`src/hw/rtl/psag_pkg.sv`:
```
// Shared types, widths and constant tables of the pixel shuffle address generator.
// Used by psag_odometer and pixel_shuffle_address_generator; depends on nothing.
`default_nettype none

package psag_pkg;

  localparam int unsigned ADDR_BITS_DEF  = 32;
  localparam int unsigned MAX_FACTOR_DEF = 8;

  localparam int unsigned SCALE_W  = 4;
  localparam int unsigned CHAN_W   = 11;
  localparam int unsigned HEIGHT_W = 13;
  localparam int unsigned WIDTH_W  = 13;
  localparam int unsigned BATCH_W  = 9;

  localparam int unsigned CHAN_MAX   = 1024;
  localparam int unsigned HEIGHT_MAX = 4096;
  localparam int unsigned WIDTH_MAX  = 4096;
  localparam int unsigned BATCH_MAX  = 256;

  localparam int unsigned BATCH_DW = 8;
  localparam int unsigned CHAN_DW  = 10;
  localparam int unsigned ROW_DW   = 12;
  localparam int unsigned COL_DW   = 12;
  localparam int unsigned CMP_W    = 13;

  localparam int unsigned CFG_IDX_W  = 3;
  localparam int unsigned CFG_DATA_W = 13;
  localparam int unsigned WIDX_W     = 32;
  localparam int unsigned OFFSET_W   = 32;

  localparam int unsigned NUM_DIGITS = 6;
  localparam int unsigned DIG_BATCH  = 0;
  localparam int unsigned DIG_CHAN   = 1;
  localparam int unsigned DIG_ROW    = 2;
  localparam int unsigned DIG_SUBROW = 3;
  localparam int unsigned DIG_COL    = 4;
  localparam int unsigned DIG_SUBCOL = 5;

  localparam logic [CFG_IDX_W-1:0] REG_DIRECTION = 3'd0;
  localparam logic [CFG_IDX_W-1:0] REG_LAYOUT    = 3'd1;
  localparam logic [CFG_IDX_W-1:0] REG_SCALE     = 3'd2;
  localparam logic [CFG_IDX_W-1:0] REG_CHANNELS  = 3'd3;
  localparam logic [CFG_IDX_W-1:0] REG_HEIGHT    = 3'd4;
  localparam logic [CFG_IDX_W-1:0] REG_WIDTH     = 3'd5;
  localparam logic [CFG_IDX_W-1:0] REG_BATCH     = 3'd6;

  typedef enum logic [1:0] {
    MODE_SHUF_NCHW   = 2'd0,
    MODE_SHUF_NHWC   = 2'd1,
    MODE_UNSHUF_NCHW = 2'd2,
    MODE_UNSHUF_NHWC = 2'd3
  } walk_mode_e;

  // place of each digit in the walk, 0 innermost; rows are modes, columns digits
  localparam logic [2:0] DIGIT_POS [4][NUM_DIGITS] = '{
    '{3'd5, 3'd4, 3'd3, 3'd2, 3'd1, 3'd0},
    '{3'd5, 3'd0, 3'd4, 3'd3, 3'd2, 3'd1},
    '{3'd5, 3'd4, 3'd1, 3'd3, 3'd0, 3'd2},
    '{3'd5, 3'd2, 3'd4, 3'd1, 3'd3, 3'd0}
  };

  typedef struct packed {
    logic                direction;
    logic                layout;
    logic [SCALE_W-1:0]  scale;
    logic [CHAN_W-1:0]   chans;
    logic [HEIGHT_W-1:0] height;
    logic [WIDTH_W-1:0]  width;
    logic [BATCH_W-1:0]  batch;
  } cfg_t;

  typedef struct packed {
    walk_mode_e          mode;
    logic [SCALE_W-1:0]  s;
    logic [CHAN_W-1:0]   c;
    logic [HEIGHT_W-1:0] h;
    logic [WIDTH_W-1:0]  w;
    logic [BATCH_W-1:0]  n;
  } snap_t;

  typedef struct packed {
    logic                  start;
    logic [NUM_DIGITS-1:0] inc;
    logic [NUM_DIGITS-1:0] clr;
    logic                  last;
    logic [WIDX_W-1:0]     windex;
  } step_t;

  typedef struct packed {
    step_t step;
    snap_t snap;
  } item_t;

  function automatic logic [NUM_DIGITS-1:0] inner_mask(walk_mode_e mode, int unsigned k);
    logic [NUM_DIGITS-1:0] m;
    m = '0;
    for (int unsigned j = 0; j < NUM_DIGITS; j++) begin
      m[j] = DIGIT_POS[mode][j] < DIGIT_POS[mode][k];
    end
    return m;
  endfunction

endpackage

`default_nettype wire

```
`src/hw/rtl/psag_odometer.sv`:
```
// Six-digit output walk of the pixel shuffle address generator: digits, write index,
// limits latched at start, and the per-digit step masks. Depends on psag_pkg.
`default_nettype none

module psag_odometer #(
  parameter int unsigned MAX_FACTOR = psag_pkg::MAX_FACTOR_DEF
) (
  input  logic            clk_i,
  input  logic            rst_ni,
  input  logic            advance_i,
  input  logic            restart_i,
  input  psag_pkg::cfg_t  cfg_i,
  output psag_pkg::item_t item_o
);
  import psag_pkg::*;

  localparam int unsigned SubW = $clog2(MAX_FACTOR);

  logic                  at_start_q;
  logic [BATCH_DW-1:0]   batch_q;
  logic [CHAN_DW-1:0]    chan_q;
  logic [ROW_DW-1:0]     row_q;
  logic [SubW-1:0]       subrow_q;
  logic [COL_DW-1:0]     col_q;
  logic [SubW-1:0]       subcol_q;
  logic [WIDX_W-1:0]     dcount_q;
  snap_t                 snap_q;
  logic [NUM_DIGITS-1:0] pend_inc_q;
  logic [NUM_DIGITS-1:0] pend_clr_q;

  logic                  start;
  snap_t                 live_snap;
  snap_t                 snap;
  logic [CMP_W-1:0]      cur [NUM_DIGITS];
  logic [CMP_W-1:0]      lim [NUM_DIGITS];
  logic [CMP_W-1:0]      nxt [NUM_DIGITS];
  logic [NUM_DIGITS-1:0] wrap;
  logic [NUM_DIGITS-1:0] inc;
  logic [NUM_DIGITS-1:0] clr;
  logic                  last;
  logic [WIDX_W-1:0]     widx;

  assign start = restart_i | at_start_q;

  always_comb begin
    live_snap.mode = walk_mode_e'({cfg_i.direction, cfg_i.layout});
    if (cfg_i.scale == '0) begin
      live_snap.s = SCALE_W'(1);
    end else if (5'(cfg_i.scale) > 5'(MAX_FACTOR)) begin
      live_snap.s = SCALE_W'(MAX_FACTOR);
    end else begin
      live_snap.s = cfg_i.scale;
    end
    if (cfg_i.chans == '0) begin
      live_snap.c = CHAN_W'(1);
    end else if (cfg_i.chans > CHAN_W'(CHAN_MAX)) begin
      live_snap.c = CHAN_W'(CHAN_MAX);
    end else begin
      live_snap.c = cfg_i.chans;
    end
    if (cfg_i.height == '0) begin
      live_snap.h = HEIGHT_W'(1);
    end else if (cfg_i.height > HEIGHT_W'(HEIGHT_MAX)) begin
      live_snap.h = HEIGHT_W'(HEIGHT_MAX);
    end else begin
      live_snap.h = cfg_i.height;
    end
    if (cfg_i.width == '0) begin
      live_snap.w = WIDTH_W'(1);
    end else if (cfg_i.width > WIDTH_W'(WIDTH_MAX)) begin
      live_snap.w = WIDTH_W'(WIDTH_MAX);
    end else begin
      live_snap.w = cfg_i.width;
    end
    if (cfg_i.batch == '0) begin
      live_snap.n = BATCH_W'(1);
    end else if (cfg_i.batch > BATCH_W'(BATCH_MAX)) begin
      live_snap.n = BATCH_W'(BATCH_MAX);
    end else begin
      live_snap.n = cfg_i.batch;
    end
  end

  assign snap = start ? live_snap : snap_q;

  always_comb begin
    cur[DIG_BATCH]  = start ? '0 : CMP_W'(batch_q);
    cur[DIG_CHAN]   = start ? '0 : CMP_W'(chan_q);
    cur[DIG_ROW]    = start ? '0 : CMP_W'(row_q);
    cur[DIG_SUBROW] = start ? '0 : CMP_W'(subrow_q);
    cur[DIG_COL]    = start ? '0 : CMP_W'(col_q);
    cur[DIG_SUBCOL] = start ? '0 : CMP_W'(subcol_q);
    lim[DIG_BATCH]  = CMP_W'(snap.n);
    lim[DIG_CHAN]   = CMP_W'(snap.c);
    lim[DIG_ROW]    = CMP_W'(snap.h);
    lim[DIG_SUBROW] = CMP_W'(snap.s);
    lim[DIG_COL]    = CMP_W'(snap.w);
    lim[DIG_SUBCOL] = CMP_W'(snap.s);
    for (int unsigned k = 0; k < NUM_DIGITS; k++) begin
      wrap[k] = (cur[k] + CMP_W'(1)) >= lim[k];
    end
    for (int unsigned k = 0; k < NUM_DIGITS; k++) begin
      inc[k] = (&(wrap | ~inner_mask(snap.mode, k))) & ~wrap[k];
      clr[k] = (&(wrap | ~inner_mask(snap.mode, k))) & wrap[k];
      if (clr[k]) begin
        nxt[k] = '0;
      end else if (inc[k]) begin
        nxt[k] = cur[k] + CMP_W'(1);
      end else begin
        nxt[k] = cur[k];
      end
    end
    last = &wrap;
    widx = start ? '0 : dcount_q;
  end

  always_ff @(posedge clk_i or negedge rst_ni) begin
    if (!rst_ni) begin
      at_start_q <= 1'b1;
      batch_q    <= '0;
      chan_q     <= '0;
      row_q      <= '0;
      subrow_q   <= '0;
      col_q      <= '0;
      subcol_q   <= '0;
      dcount_q   <= '0;
    end else if (advance_i) begin
      at_start_q <= last;
      batch_q    <= BATCH_DW'(nxt[DIG_BATCH]);
      chan_q     <= CHAN_DW'(nxt[DIG_CHAN]);
      row_q      <= ROW_DW'(nxt[DIG_ROW]);
      subrow_q   <= SubW'(nxt[DIG_SUBROW]);
      col_q      <= COL_DW'(nxt[DIG_COL]);
      subcol_q   <= SubW'(nxt[DIG_SUBCOL]);
      dcount_q   <= last ? '0 : widx + WIDX_W'(1);
    end
  end

  always_ff @(posedge clk_i) begin
    if (advance_i) begin
      snap_q     <= snap;
      pend_inc_q <= inc;
      pend_clr_q <= clr;
    end
  end

  always_comb begin
    item_o.step.start  = start;
    item_o.step.inc    = pend_inc_q;
    item_o.step.clr    = pend_clr_q;
    item_o.step.last   = last;
    item_o.step.windex = widx;
    item_o.snap        = snap;
  end

endmodule

`default_nettype wire

```
`config.mk`:
```
export PLATFORM = sky130hd
export DESIGN_NAME = psag_odometer
export DESIGN_NICKNAME = d
export VERILOG_FILES = /design/src/hw/rtl/psag_pkg.sv /design/src/hw/rtl/psag_odometer.sv
export SDC_FILE = /design/constraint.sdc
export NUM_CORES = 1
export LEC_CHECK = 0
export BUFFER_PORTS_ARGS = -buffer_cell sky130_fd_sc_hd__clkbuf_2
export CORE_MARGIN = 1.5
export CORE_UTILIZATION = 30
export CTS_CLUSTER_SIZE = 8
export DETAILED_ROUTE_END_ITERATION = 16
export PLACE_DENSITY = 0.48
export REMOVE_ABC_BUFFERS = 1
export SLEW_MARGIN = 20
export SYNTH_ARGS = -nofsm -noshare
export SYNTH_HDL_FRONTEND = slang
export SYNTH_SLANG_ARGS = --single-unit
```
`constraint.sdc`:
```
create_clock -name clk_i -period 17.9 [get_ports clk_i]
set_clock_uncertainty 0.15 [all_clocks]
set_input_delay 3.58 -clock clk_i [delete_from_list [all_inputs] [get_ports clk_i]]
set_output_delay 3.58 -clock clk_i [all_outputs]
set_load 0.01 [all_outputs]
```
==> results_dict.tcl, run 1 <==
set metrics [dict create \
    synthCells 1063 \
    vias 8363 \
    cts_buffers 17 \
    cts-root-buf "clkbuf_16" \
    via_per_inst 5.191 \
    core_area_um2 31560 \
    setup_viol 0 \
    slew_headroom_pct 35.55 \
    hold_viol_final 0 \
    synth-edff-count 64 \
    path_buf_inv 6 \
    cpLargestDelayFamily "simple AND/OR/NAND/NOR gates" \
    critPathMaxStageDelay_ns 0.70 \
    cts_num_sinks 145 \
    netlist_area_um2 9617 \
    rows 65 \
    postSynthAreaPerCell_um2 9.047 \
    hold_class "reg -> reg" \
    cp_max_fo 61 \
    rsz0062_at_grt "false" \
    period_share_pct 66.34 \
    startpoint_type "primary input" \
    area_growth_pct 17.50 \
    post-dp-hpwl_um 19810 \
    drt_drc_violations_left 0 \
    cts_hold_buf 0 \
    total_power_uw 939.9 \
    first_pass_iters 4 \
    io_pins 154 \
    insertion_delay_ns 0.43 \
    slowest_stage "nor3_1" \
    peakVddDrop_uv 48.13 \
    grt.busiest_layer "met2" \
    status "finished, final reports clean" \
    worstSetupEndpoint "item_o[84]" \
    drv_slew 0 \
    die_area_um2 33140 \
    reg2reg_depth 16 \
    synth_top_area_cell "dfrtp_1" \
    fillCellCount 3288 \
    met2_usage_pct 28.00 \
    cts_tree "built" \
    insertedDiodeCount 0 \
    grt_first_pass_wirelength_um 45690 \
    min-delay-start "dcount_q[0]$_DFFE_PN0P_" \
    synth_top_area_share_pct 20.82 \
    crit_type "in -> out" \
    nets 1313 \
    gp_congestion 0.8214 \
    r2r_end "chan_q[2]$_DFFE_PN0P_" \
    cts_setup_buffers 0 \
    ant_nets 0 \
    worstSetupEndpointType "output port" \
    yosysUniqueCellTypes 77 \
    grt_usage_pct 17.23 \
    maxCapViolCount 0 \
    overflow 0 \
    tightest_slew_ns 0.9668 \
    start_util_pct 30.48 \
    r2r_slack_ns 11.70 \
    synth_common_cells "nand2_1 (110), nor2_1 (93), inv_1 (84), dfrtp_1 (80), edfxtp_1 (64)" \
    synth_area_leaders "dfrtp_1 (21%), edfxtp_1 (20%), ha_1 (7.9%)" \
    worstReg2RegStart "at_start_q$_DFFE_PN1P_" \
    htree_levels 4 \
    ys_seq_elements 145 \
    fin_crit_ns 11.88 \
    ys.flop_type "dfrtp_1" \
    max_freq_ghz 0.08421 \
    pwr_density_cell_nw_per_um2 83.18 \
    crit_arrival_ns 8.15 \
    crit_start "restart_i" \
    ys_seq_area_share_pct 41.07 \
    drt_iter0_markers 475 \
    cp.required_ns 14.17 \
    met1_usage_pct 23.53 \
    path_common_cell "buf_4" \
    die_w_um 182.0 \
    path_clk_slew_ns 0.06 \
    synth_most_common_cell "nand2_1" \
    crit_cells 16 \
    die_h_um 182.0 \
    cts_resized 0 \
    antenna_found_initial 0 \
    ys_warn_count 0 \
    setup_tns_ns 0 \
    grt_max_degree 72 \
    cts_max_path_buffers 2 \
    crit_chain "clkbuf_2, nor2_4, buf_4, inv_2, buf_4, nor3_1, nand2_1, nor4_1, ha_1, and4_1, nor3b_1, a22oi_1, a22oi_1, buf_4, and4_1, clkbuf_2" \
    layout-drive-gt1-share_pct 18.11 \
    grt_use_met3_pct 3.049 \
    wirelength_um 28010 \
    leakage_uw 0.005007 \
    wl_per_cell_um 17.39 \
    grt_pass1_vias 8464 \
    async_flop_share_pct 55.86 \
    io_buffers 153 \
]
==> per-stage QoR <==
step                setup WS [ns]  std cells  util [%]  hold slack, ns  area, um^2
CTS                         6.041       1611     35.79          0.3404       11290
global route                5.549       1611     35.81          0.3568       11300
floorplan                   5.726       1013         -          0.2987        9354
finish                      6.025       1611     35.81          0.3362       11300
detailed placement          6.044       1579     33.94          0.3207       10710
global placement            6.135       1579     33.94          0.3147       10710
==> worst min-delay path by stage <==
stage | slack [ns] | cells after the start | endpoint
floorplan | 0.30 | 1 | dcount_q[0]$_DFFE_PN0P_
global placement | 0.31 | 1 | dcount_q[0]$_DFFE_PN0P_
detailed placement | 0.32 | 1 | dcount_q[0]$_DFFE_PN0P_
CTS | 0.34 | 1 | dcount_q[0]$_DFFE_PN0P_
global route | 0.36 | 1 | dcount_q[0]$_DFFE_PN0P_
finish | 0.34 | 1 | dcount_q[0]$_DFFE_PN0P_
==> power by group <==
part / internal (uW) / switching (uW) / leakage (uW) / total (uW)
combinational: 68.3 / 117 / 0.00298 / 185
clock: 211 / 149 / 0.000282 / 360
sequential: 377 / 18.0 / 0.00174 / 395
==> flip-flops by register name (all words and copies together) (netlist names) <==
| signal | flops |
|---|---|
| chan_q | 10 |
| dcount_q | 32 |
| col_q | 12 |
| subrow_q | 3 |
| pend_inc_q | 6 |
| at_start_q | 1 |
| snap_q | 52 |
| subcol_q | 3 |
| batch_q | 8 |
| pend_clr_q | 6 |
| row_q | 12 |
==> cell usage in the layout, fill, tap and decap left out, types with 23 or more instances in the layout <==
cell and count:
a21oi_1 45, a22oi_1 27, and2_1 29, clkbuf_2 151, dfrtp_1 80, edfxtp_1 64, ha_1 61, inv_1 84
nand2_1 110, nand3_1 57, nand4_1 23, nor2_1 93, nor3_1 24, o21ai_0 40
==> final cells by class <==
cell class,count,area [um^2],share of cell area (%)
Sequential cell,145,3950,34.96
Multi-Input combinational cell,782,5089,45.03
Clock inverter,8,78.83,0.6976
Timing Repair Buffer,164,853.3,7.552
Inverter,86,322.8,2.857
Tap cell,402,503.0,4.451
Clock buffer,24,503.0,4.451
==> cells by family after synthesis <==
group / Yosys count / share of synthesized area (%)
simple gates: 435 / 22.91
compound gates: 239 / 17.47
flops: 145 / 41.07
buf+inv: 136 / 6.089
fa+ha+maj: 61 / 7.936
xor+xnor: 32 / 2.914
mux: 15 / 1.600
==> metal layers <==
metal	up-vias	routed length [um]
li1	4167	-
met1	3996	13720
met2	171	12700
met3	29	1252
met4	0	339
met5	-	0
No activity file was read; power rests on OpenSTA's default activity.
==> inputs of run 2 (changes only) <==
--- a/config.mk
+++ b/config.mk
@@ -10,7 +10,7 @@
 export CORE_UTILIZATION = 30
 export CTS_CLUSTER_SIZE = 8
 export DETAILED_ROUTE_END_ITERATION = 16
-export PLACE_DENSITY = 0.48
+export PLACE_DENSITY = 0.49
 export REMOVE_ABC_BUFFERS = 1
 export SLEW_MARGIN = 20
 export SYNTH_ARGS = -nofsm -noshare
==> constraint.sdc (replaced) <==
create_clock -name clk_i -period 9.8 [get_ports clk_i]
set_clock_uncertainty 0.15 [all_clocks]
set_input_delay 1.96 -clock clk_i [delete_from_list [all_inputs] [get_ports clk_i]]
set_output_delay 1.96 -clock clk_i [all_outputs]
set_load 0.01 [all_outputs]
==> results_dict.tcl, run 2 (synthesized netlist as in run 1, its figures left out) <==
set metrics [dict create \
    cts_hold_buf 0 \
    htree_levels 4 \
    via_per_inst 5.225 \
    die_h_um 182.0 \
    cts_num_sinks 145 \
    path_clk_slew_ns 0.06 \
    grt_first_pass_wirelength_um 45620 \
    area_growth_pct 18.10 \
    crit_type "in -> out" \
    layout_common_cells "clkbuf_2 (151), nand2_1 (110), nor2_1 (93)" \
    maxCapViolCount 0 \
    peakVddDrop_uv 103.9 \
    cts_setup_buffers 0 \
    grt_pass1_vias 8249 \
    crit_arrival_ns 6.37 \
    vias 8439 \
    io_buffers 153 \
    start_util_pct 30.48 \
    setup_tns_ns 0 \
    cp_max_fo 39 \
    worstSetupEndpointType "output port" \
    drv_slew 0 \
    largest_reg_flops 52 \
    antenna_found_initial 1 \
    die_area_um2 33140 \
    rows 65 \
    nets 1316 \
    tightest_slew_ns 0.9844 \
    cp.required_ns 7.69 \
    hold_class "reg -> reg" \
    insertion_delay_ns 0.44 \
    startpoint_type "primary input" \
    post-dp-hpwl_um 19870 \
    largest_registers "snap_q: 52 flops, dcount_q: 32 flops" \
    die_w_um 182.0 \
    max_freq_ghz 0.1179 \
    wirelength_um 28170 \
    first_pass_iters 5 \
    layout-drive-gt1-share_pct 18.48 \
    grt_usage_pct 17.30 \
    leakage_uw 0.005042 \
    pwr_density_cell_nw_per_um2 154.6 \
    ant_nets 0 \
    period_share_pct 86.55 \
    cts_resized 0 \
    io_pins 154 \
    drt_iter0_markers 516 \
    post-place-ws_ns 1.351 \
    cts-root-buf "clkbuf_16" \
    hold_viol_final 0 \
    status "finished, final reports clean" \
    rsz0062_at_grt "false" \
    fin_crit_ns 8.482 \
    setup_viol 0 \
    gp_congestion 0.8116 \
    drt_drc_violations_left 0 \
    regMostFlops "snap_q" \
    core_area_um2 31560 \
    grt_max_degree 63 \
    timing.final.ws_setup_ns 1.318 \
    cts_tree "built" \
    overflow 0 \
    cts_max_path_buffers 2 \
    final_common_cell "clkbuf_2" \
    slew_headroom_pct 33.87 \
    cts_buffers 17 \
    wl_per_cell_um 17.44 \
]
run 2: cell count changes in the layout (fill, tap and decap cells not counted), sizes merged:
| cell | change |
|---|---|
| clkbuf | -3 |
| clkinvlp | -1 |
| inv | +6 |
| clkinv | -2 |
| diode | +1 |
| buf | +3 |
run 2: metrics by stage:
step                      hold WS [ns]  util [%]  total power [uW]  area, um^2  cells
after floorplan                 0.2987         -             936.1        9354   1013
after global routing            0.3536     35.98              1849       11350   1614
after global placement          0.3139     34.01              1070       10730   1582
after CTS                       0.3410     35.98              1778       11350   1614
after detailed placement        0.3237     34.04              1072       10740   1582
final                           0.3381     35.99              1756       11360   1615
run 2: layout make-up:
class / instances / area [um^2]
Inverter: 86 / 322.8
Tap cell: 402 / 503.0
Timing Repair Buffer: 167 / 875.8
Antenna cell: 1 / 2.502
Multi-Input combinational cell: 782 / 5089
Fill cell: 3277 / 20200
Clock inverter: 11 / 110.1
Clock buffer: 21 / 504.2
Sequential cell: 145 / 3950
run 2: power breakdown:
part,total [uW],switching [uW],internal (uW)
clock network,698,297,401
logic,337,212,125
registers,722,33.8,688
total,1760,542,1210
run 2: critical path: stages:
cell	delay, ns
clkbuf_2	0.17
nor2_4	0.75
and2_1	0.30
ha_1	0.27
nand2_1	0.09
nor3_1	0.61
nand2_1	0.19
nand2_1	0.14
a21oi_1	0.08
ha_1	0.33
and4_1	0.20
nor3b_1	0.20
a22oi_1	0.16
a22oi_1	0.24
buf_4	0.23
and4_1	0.28
clkbuf_2	0.16
run 2: layer usage:
metal	up-vias	global-route usage, %	wire, um
met5	-	0	0
met1	4056	24.43	13900
met4	0	3.934	212
li1	4171	-	-
met2	195	27.08	12560
met3	17	3.590	1496
run 2: worst paths after layout:
check | startpoint | endpoint | slack, ns | depth (start not counted)
max | restart_i | item_o[84] | 1.32 | 17
min | dcount_q[0]$_DFFE_PN0P_ | dcount_q[0]$_DFFE_PN0P_ | 0.34 | 1
max reg2reg | at_start_q$_DFFE_PN1P_ | chan_q[2]$_DFFE_PN0P_ | 3.82 | 17
min reg2reg | dcount_q[0]$_DFFE_PN0P_ | dcount_q[0]$_DFFE_PN0P_ | 0.34 | 1
max in group asynchronous | rst_ni | col_q[4]$_DFFE_PN0P_ | 7.04 | 2
min in group asynchronous | rst_ni | dcount_q[18]$_DFFE_PN0P_ | 1.28 | 1
==> inputs of run 3 (changes only) <==
--- a/config.mk
+++ b/config.mk
@@ -5,6 +5,7 @@
 export SDC_FILE = /design/constraint.sdc
 export NUM_CORES = 1
 export LEC_CHECK = 0
+export ABC_AREA = 1
 export BUFFER_PORTS_ARGS = -buffer_cell sky130_fd_sc_hd__clkbuf_2
 export CORE_MARGIN = 1.5
 export CORE_UTILIZATION = 30
==> results_dict.tcl, run 3 <==
set metrics [dict create \
    status "finished, final reports clean" \
    synth_top_area_cell "dfrtp_1" \
    synthSimpleGateAreaFrac_pct 32.48 \
    muxShareOfSynthArea_pct 0 \
    grt_pass1_vias 9343 \
    maxCapViolCount 0 \
    nets 1718 \
    period_share_pct 79.17 \
    layout-drive-gt1-share_pct 16.17 \
    fillCellCount 3710 \
    cts_max_path_buffers 2 \
    area_growth_pct 17.46 \
    yosys.area_share.xor_xnor_pct 3.159 \
    cts_resized 0 \
    setup_tns_ns 0 \
    die_w_um 190.4 \
    crit_start "restart_i" \
    antenna_found_initial 1 \
    synth_most_common_cell "nand2_1" \
    hold_viol_final 0 \
    post-dp-hpwl_um 21380 \
    crit_chain "clkbuf_2, nor2_4, buf_4, nand3_1, nor2_1, nand3_1, inv_1, nand2_1, nor2_1, nand2_1, nand2_1, inv_1, ha_1, nand2_1, nor2_1, a21boi_1, nor2_1, nand2_1, nand4_1, nor2_1, clkbuf_2" \
    pwr_density_cell_nw_per_um2 147.7 \
    drt_iter0_markers 403 \
    async_flop_share_pct 55.86 \
    crit_cells 21 \
    synth-edff-count 64 \
    via_per_inst 4.568 \
    drt_drc_violations_left 0 \
    setup_viol 0 \
    tightest_slew_ns 1.082 \
    rows 68 \
    cts_buffers 17 \
    synth_top_family_by_area "simple AND/OR/NAND/NOR gates" \
    worstReg2RegStart "at_start_q$_DFFE_PN1P_" \
    yosysUniqueCellTypes 46 \
    regMostFlops "snap_q" \
    insertion_delay_ns 0.44 \
    postSynthAreaPerCell_um2 7.206 \
    start_util_pct 30.50 \
    path_clk_slew_ns 0.06 \
    largest_reg_flops 52 \
    cts_tree "built" \
    synth_common_cells "nand2_1 (405), inv_1 (270), nor2_1 (118), nand3_1 (115), dfrtp_1 (80)" \
    r2r_slack_ns 4.98 \
    finalNonFillerCells 2070 \
    worstSetupEndpoint "item_o[84]" \
    cts-root-buf "clkbuf_16" \
    grt_usage_pct 16.64 \
    cp.required_ns 7.69 \
    grt_max_degree 73 \
    worstSetupEndpointType "output port" \
    wl_per_cell_um 14.02 \
    gp_congestion 0.8469 \
    layout.area.seq_um2 3950 \
    synth_fa_ha_area_share_pct 7.245 \
    vias 9456 \
    crit_arrival_ns 5.65 \
    hold_class "reg -> reg" \
    synthCells 1462 \
    final_common_cell "nand2_1" \
    io_pins 154 \
    crit_type "in -> out" \
    layout_common_cells "nand2_1 (405), inv_1 (269), clkbuf_2 (151)" \
    overflow 0 \
    r2r_end "col_q[1]$_DFFE_PN0P_" \
    io_buffers 153 \
    ys_warn_count 0 \
    synth_compound_area_share_pct 7.637 \
    drv_slew 0 \
    critPathMaxStageDelay_ns 0.56 \
    wirelength_um 29020 \
    die_h_um 190.4 \
    cts_hold_buf 0 \
    startpoint_type "primary input" \
    largest_registers "snap_q: 52 flops, dcount_q: 32 flops" \
    die_area_um2 36250 \
    path_buf_inv 5 \
    cpLargestDelayFamily "simple AND/OR/NAND/NOR gates" \
    dp_cells 2037 \
    slew_headroom_pct 27.72 \
    peakVddDrop_uv 119.6 \
    first_pass_iters 5 \
    cp_max_fo 48 \
    rsz0062_at_grt "false" \
    ys_seq_elements 145 \
    reg2reg_depth 21 \
    grt_first_pass_wirelength_um 48090 \
    ys.flop_type "dfrtp_1" \
    cts_setup_buffers 0 \
    leakage_uw 0.006478 \
    multi_input_area_um2 5323 \
    max_freq_ghz 0.1289 \
    synth_top_area_share_pct 19.00 \
    cts_num_sinks 145 \
    core_area_um2 34540 \
    min-delay-start "chan_q[9]$_DFFE_PN0P_" \
    netlist_area_um2 10540 \
    fin_crit_ns 7.758 \
    ys_seq_area_share_pct 37.49 \
    synth_area_leaders "dfrtp_1 (19%), edfxtp_1 (18%), nand2_1 (14%)" \
    htree_levels 4 \
    ant_nets 0 \
    slowest_stage "buf_4" \
]
[run 3: cell types whose count changed after synthesis, sizes merged, moves of 30 or more]
cell,before,now
and2,30,0
nand3,57,116
nand2,110,411
inv,86,277
nor2,94,153
o21ai,41,72
[run 3: kinds of logic after synthesis]
family                     Yosys count
and+or+nand+nor                    758
xor gates and xnor gates            38
AOI/OAI and AO/OA                  141
DFF                                145
buffers and inverters              319
adders and majority gates           61
[run 3: worst min path at each step]
stage	depth (start not counted)	slack (ns)	end
after global routing	2	0.36	row_q[7]$_DFFE_PN0P_
after global placement	2	0.31	subcol_q[0]$_DFFE_PN0P_
final	2	0.33	chan_q[9]$_DFFE_PN0P_
after detailed placement	2	0.32	dcount_q[20]$_DFFE_PN0P_
after floorplan	2	0.30	chan_q[9]$_DFFE_PN0P_
after CTS	2	0.33	chan_q[9]$_DFFE_PN0P_
[run 3: report_power, final]
part           total, uW  internal (uW)  switching, uW
registers            720            693           27.2
logic                367            115            252
clock network        741            456            285
total               1830           1260            564
[run 3: worst reg2reg max path, cell delays in order, from the launching register on]
cell,delay [ns]
dfstp_2,0.39
nor2_4,0.21
buf_4,0.56
nand2_1,0.22
inv_1,0.12
nand2_1,0.07
nor3b_1,0.31
nand3_1,0.12
nand2_1,0.11
inv_1,0.05
ha_1,0.29
nand2_1,0.07
nor2_1,0.17
nand3_1,0.10
nand3_1,0.10
inv_1,0.08
nand3_1,0.18
nand3_1,0.42
nor2_2,0.65
nand2_1,0.11
nand3_1,0.10
o21ai_0,0.10
[run 3: through the flow]
stage                     instance area, um^2  hold WS (ns)  worst slack (ns)  power (uW)  utilization, %
after CTS                               12370        0.3329             1.963        1855           35.82
final                                   12370        0.3275             2.042        1828           35.82
after floorplan                         10320        0.2991             2.350       964.7               -
after detailed placement                11710        0.3154             1.973        1103           33.91
after global placement                  11710        0.3118             2.042        1100           33.91
after global routing                    12370        0.3554             1.521        1933           35.82
[run 3: final cells by class]
type	count	area share (%)
inverters	279	8.463
flip-flops and latches	145	31.92
diodes	1	0.02022
clock buffers	23	4.216
well taps	455	4.601
multi-input cells	998	43.01
repair buffers	160	6.653
clock inverters	9	1.112
[run 3: metal layers]
layer	wire, um	track usage, %	up-vias
met5	0	0	-
met4	330	4.179	0
met3	1055	2.852	22
met2	13120	27.03	177
met1	14510	22.84	4319
li1	-	-	4938
